==> src/design/gbfp_pkg.sv <==
// Shared constants and types for the binary frame parser.
package gbfp_pkg;

  localparam int BUF_BYTES    = 4096;
  localparam int HEADER_BYTES = 6;
  localparam int CHECK_BYTES  = 2;
  localparam int LEN_LIMIT    = BUF_BYTES - HEADER_BYTES - CHECK_BYTES;

  // Position, remaining count and held length: wide enough for a whole frame.
  localparam int CNT_W = $clog2(BUF_BYTES) + 1;
  localparam int OFF_W = 12;

  localparam logic [7:0] SYNC_FIRST  = 8'hB5;
  localparam logic [7:0] SYNC_SECOND = 8'h62;

  localparam logic [CNT_W-1:0] POS_HUNT   = CNT_W'(0);
  localparam logic [CNT_W-1:0] POS_SYNC2  = CNT_W'(1);
  localparam logic [CNT_W-1:0] POS_CLASS  = CNT_W'(2);
  localparam logic [CNT_W-1:0] POS_ID     = CNT_W'(3);
  localparam logic [CNT_W-1:0] POS_LEN_LO = CNT_W'(4);
  localparam logic [CNT_W-1:0] POS_LEN_HI = CNT_W'(5);
  localparam logic [CNT_W-1:0] POS_BODY   = CNT_W'(HEADER_BYTES);

  localparam logic [1:0] ROLE_DROP    = 2'd0;
  localparam logic [1:0] ROLE_HEADER  = 2'd1;
  localparam logic [1:0] ROLE_PAYLOAD = 2'd2;
  localparam logic [1:0] ROLE_CHECK   = 2'd3;

  localparam logic [1:0] ERR_NONE     = 2'd0;
  localparam logic [1:0] ERR_SYNC     = 2'd1;
  localparam logic [1:0] ERR_LENGTH   = 2'd2;
  localparam logic [1:0] ERR_CHECKSUM = 2'd3;

  typedef struct packed {
    logic [7:0]       byte_value;
    logic [1:0]       byte_role;
    logic [OFF_W-1:0] payload_offset;
    logic             frame_end;
    logic             frame_good;
    logic [1:0]       error_code;
    logic [7:0]       msg_class;
    logic [7:0]       msg_id;
    logic [OFF_W-1:0] payload_length;
  } result_t;

endpackage

==> src/design/gbfp_framer.sv <==
// Frame state, running checksum and per-word result for the frame parser.
module gbfp_framer (
  input  logic                clk,
  input  logic                rst,
  input  logic                step,
  input  logic [7:0]          rx_byte,
  output gbfp_pkg::result_t   res
);

  localparam int CW = gbfp_pkg::CNT_W;

  logic [CW-1:0] byte_position, byte_position_next;
  logic [CW-1:0] bytes_remaining, bytes_remaining_next;
  logic [7:0]    class_reg, class_reg_next;
  logic [7:0]    id_reg, id_reg_next;
  logic [7:0]    length_low, length_low_next;
  logic [CW-1:0] length_reg, length_reg_next;
  logic [7:0]    sum_a, sum_a_next;
  logic [7:0]    sum_b, sum_b_next;
  logic [7:0]    received_sum_a, received_sum_a_next;

  logic [7:0]    add_a, add_b;
  logic [15:0]   full_len;
  logic [CW-1:0] rem_eff;
  logic          done;

  assign add_a    = sum_a + rx_byte;
  assign add_b    = sum_b + add_a;
  assign full_len = {rx_byte, length_low};

  always_comb begin
    byte_position_next  = byte_position;
    bytes_remaining_next = bytes_remaining;
    class_reg_next      = class_reg;
    id_reg_next         = id_reg;
    length_low_next     = length_low;
    length_reg_next     = length_reg;
    sum_a_next          = sum_a;
    sum_b_next          = sum_b;
    received_sum_a_next = received_sum_a;
    rem_eff             = bytes_remaining;
    done                = 1'b0;

    res.byte_value     = rx_byte;
    res.byte_role      = gbfp_pkg::ROLE_DROP;
    res.payload_offset = '0;
    res.frame_end      = 1'b0;
    res.frame_good     = 1'b0;
    res.error_code     = gbfp_pkg::ERR_NONE;

    case (byte_position)
      gbfp_pkg::POS_HUNT: begin
        if (rx_byte == gbfp_pkg::SYNC_FIRST) begin
          res.byte_role      = gbfp_pkg::ROLE_HEADER;
          byte_position_next = gbfp_pkg::POS_SYNC2;
        end
      end
      gbfp_pkg::POS_SYNC2: begin
        if (rx_byte == gbfp_pkg::SYNC_SECOND) begin
          res.byte_role      = gbfp_pkg::ROLE_HEADER;
          byte_position_next = gbfp_pkg::POS_CLASS;
        end else begin
          res.frame_end  = 1'b1;
          res.error_code = gbfp_pkg::ERR_SYNC;
          done           = 1'b1;
        end
      end
      gbfp_pkg::POS_CLASS: begin
        class_reg_next     = rx_byte;
        sum_a_next         = rx_byte;
        sum_b_next         = rx_byte;
        res.byte_role      = gbfp_pkg::ROLE_HEADER;
        byte_position_next = gbfp_pkg::POS_ID;
      end
      gbfp_pkg::POS_ID: begin
        id_reg_next        = rx_byte;
        sum_a_next         = add_a;
        sum_b_next         = add_b;
        res.byte_role      = gbfp_pkg::ROLE_HEADER;
        byte_position_next = gbfp_pkg::POS_LEN_LO;
      end
      gbfp_pkg::POS_LEN_LO: begin
        length_low_next    = rx_byte;
        sum_a_next         = add_a;
        sum_b_next         = add_b;
        res.byte_role      = gbfp_pkg::ROLE_HEADER;
        byte_position_next = gbfp_pkg::POS_LEN_HI;
      end
      gbfp_pkg::POS_LEN_HI: begin
        // saturate an oversized length one above the limit
        if (32'(full_len) > 32'(gbfp_pkg::LEN_LIMIT)) begin
          length_reg_next = CW'(gbfp_pkg::LEN_LIMIT + 1);
        end else begin
          length_reg_next = CW'(full_len);
        end
        sum_a_next         = add_a;
        sum_b_next         = add_b;
        res.byte_role      = gbfp_pkg::ROLE_HEADER;
        byte_position_next = gbfp_pkg::POS_BODY;
      end
      default: begin
        if (byte_position == gbfp_pkg::POS_BODY &&
            32'(length_reg) > 32'(gbfp_pkg::LEN_LIMIT)) begin
          // drop the word after an oversized length
          res.frame_end  = 1'b1;
          res.error_code = gbfp_pkg::ERR_LENGTH;
          done           = 1'b1;
        end else begin
          if (byte_position == gbfp_pkg::POS_BODY) begin
            rem_eff = length_reg + CW'(gbfp_pkg::CHECK_BYTES);
          end
          if (rem_eff > CW'(gbfp_pkg::CHECK_BYTES)) begin
            res.byte_role      = gbfp_pkg::ROLE_PAYLOAD;
            res.payload_offset = gbfp_pkg::OFF_W'(byte_position - gbfp_pkg::POS_BODY);
            sum_a_next         = add_a;
            sum_b_next         = add_b;
          end else if (rem_eff == CW'(gbfp_pkg::CHECK_BYTES)) begin
            res.byte_role       = gbfp_pkg::ROLE_CHECK;
            received_sum_a_next = rx_byte;
          end else begin
            res.byte_role = gbfp_pkg::ROLE_CHECK;
            res.frame_end = 1'b1;
            done          = 1'b1;
            if (received_sum_a == sum_a && rx_byte == sum_b) begin
              res.frame_good = 1'b1;
            end else begin
              res.error_code = gbfp_pkg::ERR_CHECKSUM;
            end
          end
          bytes_remaining_next = (rem_eff != '0) ? rem_eff - CW'(1) : rem_eff;
          byte_position_next   = byte_position + CW'(1);
        end
      end
    endcase

    // report the header as held after this word, before any clear
    res.msg_class      = class_reg_next;
    res.msg_id         = id_reg_next;
    res.payload_length = gbfp_pkg::OFF_W'(length_reg_next);
  end

  always_ff @(posedge clk) begin
    if (rst || (step && done)) begin
      byte_position   <= '0;
      bytes_remaining <= '0;
      class_reg       <= '0;
      id_reg          <= '0;
      length_low      <= '0;
      length_reg      <= '0;
      sum_a           <= '0;
      sum_b           <= '0;
      received_sum_a  <= '0;
    end else if (step) begin
      byte_position   <= byte_position_next;
      bytes_remaining <= bytes_remaining_next;
      class_reg       <= class_reg_next;
      id_reg          <= id_reg_next;
      length_low      <= length_low_next;
      length_reg      <= length_reg_next;
      sum_a           <= sum_a_next;
      sum_b           <= sum_b_next;
      received_sum_a  <= received_sum_a_next;
    end
  end

endmodule

==> src/design/gnss_binary_frame_parser.sv <==
// Top level of the binary frame parser: input register, framer and result register.
//
// Input channel: in_valid, in_stall, rx_byte. A word is taken at a rising
// edge with in_valid high and in_stall low.
// Output channel: out_valid, out_stall and one port per result field; one
// result word leaves for every input word, in order.
// Each word is tagged with its role (dropped, header, payload, checksum), its
// payload offset and the frame status; the last checksum word carries the
// Fletcher check result.
// Path: a word that is taken sits in the input register; its result is loaded
// into the result register, and out_valid rises, when that register advances.
// Throughput: one word per cycle while the result register is not stalled; the
// framer state and the running checksum update once per word.
// Stall: the two registers advance together whenever the result register is
// empty or being taken; while out_stall holds a full result register, in_stall
// rises once the input register is full, and both payloads hold.
// Reset (rst, synchronous): both registers empty, framer hunting for sync with
// all header fields and checksum cleared.
module gnss_binary_frame_parser (
  input  logic                          clk,
  input  logic                          rst,
  input  logic                          in_valid,
  output logic                          in_stall,
  input  logic [7:0]                    rx_byte,
  output logic                          out_valid,
  input  logic                          out_stall,
  output logic [7:0]                    byte_value,
  output logic [1:0]                    byte_role,
  output logic [gbfp_pkg::OFF_W-1:0]    payload_offset,
  output logic                          frame_end,
  output logic                          frame_good,
  output logic [1:0]                    error_code,
  output logic [7:0]                    msg_class,
  output logic [7:0]                    msg_id,
  output logic [gbfp_pkg::OFF_W-1:0]    payload_length
);

  logic              in_full;
  logic [7:0]        in_byte;
  logic              advance;
  gbfp_pkg::result_t res_next;
  gbfp_pkg::result_t res;

  assign advance  = !out_valid || !out_stall;
  assign in_stall = in_full && !advance;

  gbfp_framer u_framer (
    .clk     (clk),
    .rst     (rst),
    .step    (advance && in_full),
    .rx_byte (in_byte),
    .res     (res_next)
  );

  always_ff @(posedge clk) begin
    if (rst) begin
      in_full   <= 1'b0;
      out_valid <= 1'b0;
    end else begin
      if (!in_stall) begin
        in_full <= in_valid;
      end
      if (advance) begin
        out_valid <= in_full;
      end
    end
  end

  // payload registers: load when their valid flags load with a valid word, else hold
  always_ff @(posedge clk) begin
    if (!in_stall && in_valid) begin
      in_byte <= rx_byte;
    end
    if (advance && in_full) begin
      res <= res_next;
    end
  end

  assign byte_value     = res.byte_value;
  assign byte_role      = res.byte_role;
  assign payload_offset = res.payload_offset;
  assign frame_end      = res.frame_end;
  assign frame_good     = res.frame_good;
  assign error_code     = res.error_code;
  assign msg_class      = res.msg_class;
  assign msg_id         = res.msg_id;
  assign payload_length = res.payload_length;

endmodule
==> config.mk <==
export PLATFORM = sky130hd
export DESIGN_NAME = gnss_binary_frame_parser
export DESIGN_NICKNAME = d
export VERILOG_FILES = /design/src/design/gbfp_pkg.sv /design/src/design/gbfp_framer.sv /design/src/design/gnss_binary_frame_parser.sv
export SDC_FILE = /design/constraint.sdc
export NUM_CORES = 1
export LEC_CHECK = 0
export BUFFER_PORTS_ARGS = -buffer_cell sky130_fd_sc_hd__buf_2
export CORE_UTILIZATION = 60
export DETAILED_ROUTE_END_ITERATION = 8
export GPL_ROUTABILITY_DRIVEN = 0
export GPL_TIMING_DRIVEN = 0
export PLACE_DENSITY_LB_ADDON = 0.15
export SYNTH_ARGS = -nofsm -noshare
export SYNTH_HDL_FRONTEND = slang
export SYNTH_SLANG_ARGS = --single-unit
==> constraint.sdc <==
create_clock -name clk -period 4.9 [get_ports clk]
set_clock_uncertainty 0.15 [all_clocks]
set_input_delay 0.735 -clock clk [delete_from_list [all_inputs] [get_ports clk]]
set_output_delay 0.735 -clock clk [all_outputs]
set_load 0.03 [all_outputs]
==> metrics list <==
- With fillers left out, the area of the finished cells amounts to 9246 um2.
- After detailed routing, the number of remaining DRC violations is 0.
* Core Util, Final: 70.10%
- After synthesis the cells add up to 8095 um2.
- The number of global-route vias before repair was 6603.
- Status: finished clean
- The min-delay analysis places its worst path in the category flip-flop to flip-flop.
- For this run, the leading register cell type out of synthesis is sky130_fd_sc_hd__dfxtp_1.
* Routed length per instance: 17.29 um
- Number of cells produced by synthesis: 866
- Top area cells in the synthesized netlist: sky130_fd_sc_hd__edfxtp_1 (23%), sky130_fd_sc_hd__dfxtp_1 (22%), sky130_fd_sc_hd__nor2_1 (5.4%)
- The clock passes through at most 2 buffers.
- Number of clock sinks: 151
* Core Region: 13190 um2
- Number of inserted filler cells in the final layout: 1062
* Ratio of cells with drive above 1 in the final layout: 16.27%
* Count of inserted antenna diode cells: 0
- Global routing used 29.45% of the available tracks.
* Number of nets at the end of the flow: 989
- The biggest area contributor in the post-synthesis netlist is sky130_fd_sc_hd__edfxtp_1.
- Critical path type: flip-flop to flip-flop
- Grt ovf: 0
- The synthesized design devotes to its leading area cell type 23.00% of total area.
- Boundary Pins: 68
* Number of cells upsized or downsized after cts: 0
* Worst endpoint required time: 5050 ps
* Setup repair after global routing missed its margin: false
- The signal on the critical path passes through ha_1 -> nor4bb_1 -> nand4_2 -> a2111oi_4 -> nor2_2 -> nor4_1 -> nand3_1 -> clkbuf_1 -> a21oi_1 -> a311oi_1.
* Leading cell types by count after synthesis: sky130_fd_sc_hd__nor2_1 (116), sky130_fd_sc_hd__nand2_1 (91), sky130_fd_sc_hd__dfxtp_1 (89), sky130_fd_sc_hd__edfxtp_1 (62), sky130_fd_sc_hd__nor3_1 (39)
* Total clock buffers created by CTS: 17
- The final max-slew violation count is 0.
* Sequential element share of the synthesized area: 45.01%
- In this run the number of H-tree levels came out at 4.
- Via count: 6839
* Synthesis warning total: 0
- Antenna violations before repair: 0
* Proportion of synthesized flip-flops having asynchronous set or reset: 0%
- Wire length of the first global-routing pass: 32180 um
- The floorplan has 42 rows.
- Clock-pin slew on the worst setup and hold paths: 60 ps
* Placed cells: 1109
* Synthesized netlist net count: 903
* TritonCTS clock tree: built
* Number of enable-type register cells in the synthesized netlist: 62
* Final count of hold timing violations: 0
- Min Tclk post-route: 4188 ps
* Arrival time worst endpoint: 4340 ps
- Entering global routing, the biggest net connects 64 pins.
- Fmax achieved: 238.8 MHz
* Non-filler instance count after layout: 1141
- Post-route clock period utilization: 85.47%
* Unique masters post-synth: 73
* Max capacitance violation total: 0
- For this design, the CTS-stage hold fixing added 0 buffers.
- DP Wirelength: 13860 um
- Slew Limit Headroom: 23.31%
- Source-to-sink clock delay at the later pin of the worst-skew pair: 430 ps
* Worst-path fanout max: 10
* Crit end category: flip-flop
- Clock tree synthesis selected as its root buffer the cell sky130_fd_sc_hd__clkbuf_16.
- The first routing iteration left 584 violations.
- Initial Utilization: 61.37%
* Top cell family by delay on the critical path: simple AND/OR/NAND/NOR gates
- Critical Path Slowest Stage Cell: sky130_fd_sc_hd__nor4_1
* Area overhead of the layout relative to synthesis: 14.22%
- DRT Wirelength: 19730 um
- Static power due to leakage: 3.602 nW
- The worst setup path is launched from a flip-flop.
* Mapped Avg Cell Area: 9.348 um2
- The first TritonRoute pass finished after 7 iterations.
- Ratio of routed vias to standard cells: 5.994
* Slowest Stage Delay on Critical Path: 720 ps
- Total power of the final layout: 0.003799 W
- Overall die width: 118.2 um
- Setup violations remaining at the end of the flow were counted as 0.
- Worst-Margin Slew: 1142 ps
- Area of placed instances: 8655 um2
- VDD sags by at most 284.8 uV.
* Final antenna-violating net count: 0
* Total buffers and inverters traversed by the critical path: 1
- The die covers 13960 um2.
- During placement, the flow inserted port buffers numbering 67.
- Once the clock tree was built, the setup fixing pass inserted 0 buffers.
* Dominant cell by count in the synthesized netlist: sky130_fd_sc_hd__nor2_1
* Synthesized flop and latch total: 151
- Dividing total power by cell area gives a power density of 410.9 nW/um2.
- Die height: 118.2 um
==> report_power, final <==
group | internal [W] | total [W] | leakage (nW) | switching, W
sequential | 0.00140 | 0.00146 | 1.32 | 0.0000639
combinational | 0.000383 | 0.00102 | 1.99 | 0.000633
clock | 0.000767 | 0.00132 | 0.289 | 0.000554
total | 0.00255 | 0.00380 | 3.60 | 0.00125
==> through the flow <==
step | TNS (ps) | setup slack, ps | hold slack (ps)
2_1_floorplan | 0 | 1241 | 283.8
3_3_place_gp | -11770 | -223.6 | 290.5
3_5_place_dp | 0 | 565.6 | 299.1
4_1_cts | 0 | 836.8 | 308.4
5_1_grt | 0 | 482.4 | 307.8
6_report | 0 | 711.9 | 306.1
==> path summary, 6_finish.rpt <==
kind / from / endpoint / slack, ps / depth (start not counted)
worst min register to register: u_framer.id_reg[0] / u_framer.id_reg[0] / 310 / 2
worst max register to register: u_framer.byte_position[1] / u_framer.sum_b[3] / 710 / 10
worst min-delay path: u_framer.id_reg[0] / u_framer.id_reg[0] / 310 / 2
worst max-delay path: u_framer.byte_position[1] / u_framer.sum_b[3] / 710 / 10
==> cells in the final DEF, fill, tap and decap left out, types with 7 or more instances in the layout <==
cell type	Yosys	layout
sky130_fd_sc_hd__a311oi_1	22	22
sky130_fd_sc_hd__a21oi_2	10	10
sky130_fd_sc_hd__xnor2_1	32	32
sky130_fd_sc_hd__mux2_2	10	10
sky130_fd_sc_hd__nor3_1	39	39
sky130_fd_sc_hd__nand3_1	25	25
sky130_fd_sc_hd__edfxtp_1	62	62
sky130_fd_sc_hd__ha_1	23	23
sky130_fd_sc_hd__xor2_1	30	30
sky130_fd_sc_hd__o21ai_0	29	29
sky130_fd_sc_hd__dfxtp_1	89	89
sky130_fd_sc_hd__a21oi_1	34	34
sky130_fd_sc_hd__buf_2	18	85
sky130_fd_sc_hd__nand2_1	91	91
sky130_fd_sc_hd__mux2i_1	24	24
sky130_fd_sc_hd__clkbuf_16	0	17
sky130_fd_sc_hd__clkbuf_1	32	33
sky130_fd_sc_hd__a211oi_1	18	18
sky130_fd_sc_hd__or4_1	7	7
sky130_fd_sc_hd__nand4_1	12	12
sky130_fd_sc_hd__inv_1	15	15
sky130_fd_sc_hd__nor2_1	116	116
sky130_fd_sc_hd__nor4_1	21	21
sky130_fd_sc_hd__and3_1	9	9
==> layout make-up <==
type                            count  area (um2)  share of cell area [%]
Buffer                             60       305.3                   3.302
Clock buffer                       19       432.9                   4.682
Clock inverter                     13       158.9                   1.719
Inverter                           16       60.06                  0.6495
Multi-Input combinational cell    639        4090                   44.24
Sequential cell                   151        3643                   39.40
Tap cell                          176       220.2                   2.382
Timing Repair Buffer               67       335.3                   3.627
==> worst register-to-register path: cells and delay by family, from the launching register on <==
kind	cells	cell delay, ps
adders and majority gates	1	370
AOI/OAI and AO/OA	3	690
and+or+nand+nor	5	2010
DFF	1	500
buffers and inverters	1	360
==> per-layer routing <==
layer | up-vias | routed length, um | global-route usage, %
met5 | - | 0 | 0
met4 | 0 | 555 | 13.46
met3 | 46 | 970 | 6.322
met2 | 225 | 9453 | 47.98
met1 | 3243 | 8749 | 37.47
li1 | 3325 | - | -
==> logic make-up after synthesis <==
| group | synth area share [%] |
|---|---|
| multiplexers | 4.359 |
| buffers and inverters | 4.467 |
| flip-flops | 45.01 |
| XOR/XNOR | 6.708 |
| AO/OA/AOI/OAI | 13.83 |
| adder cells (fa/ha/maj) | 4.050 |
| AND/OR/NAND/NOR | 21.58 |
(Power assumes the default switching activity.)
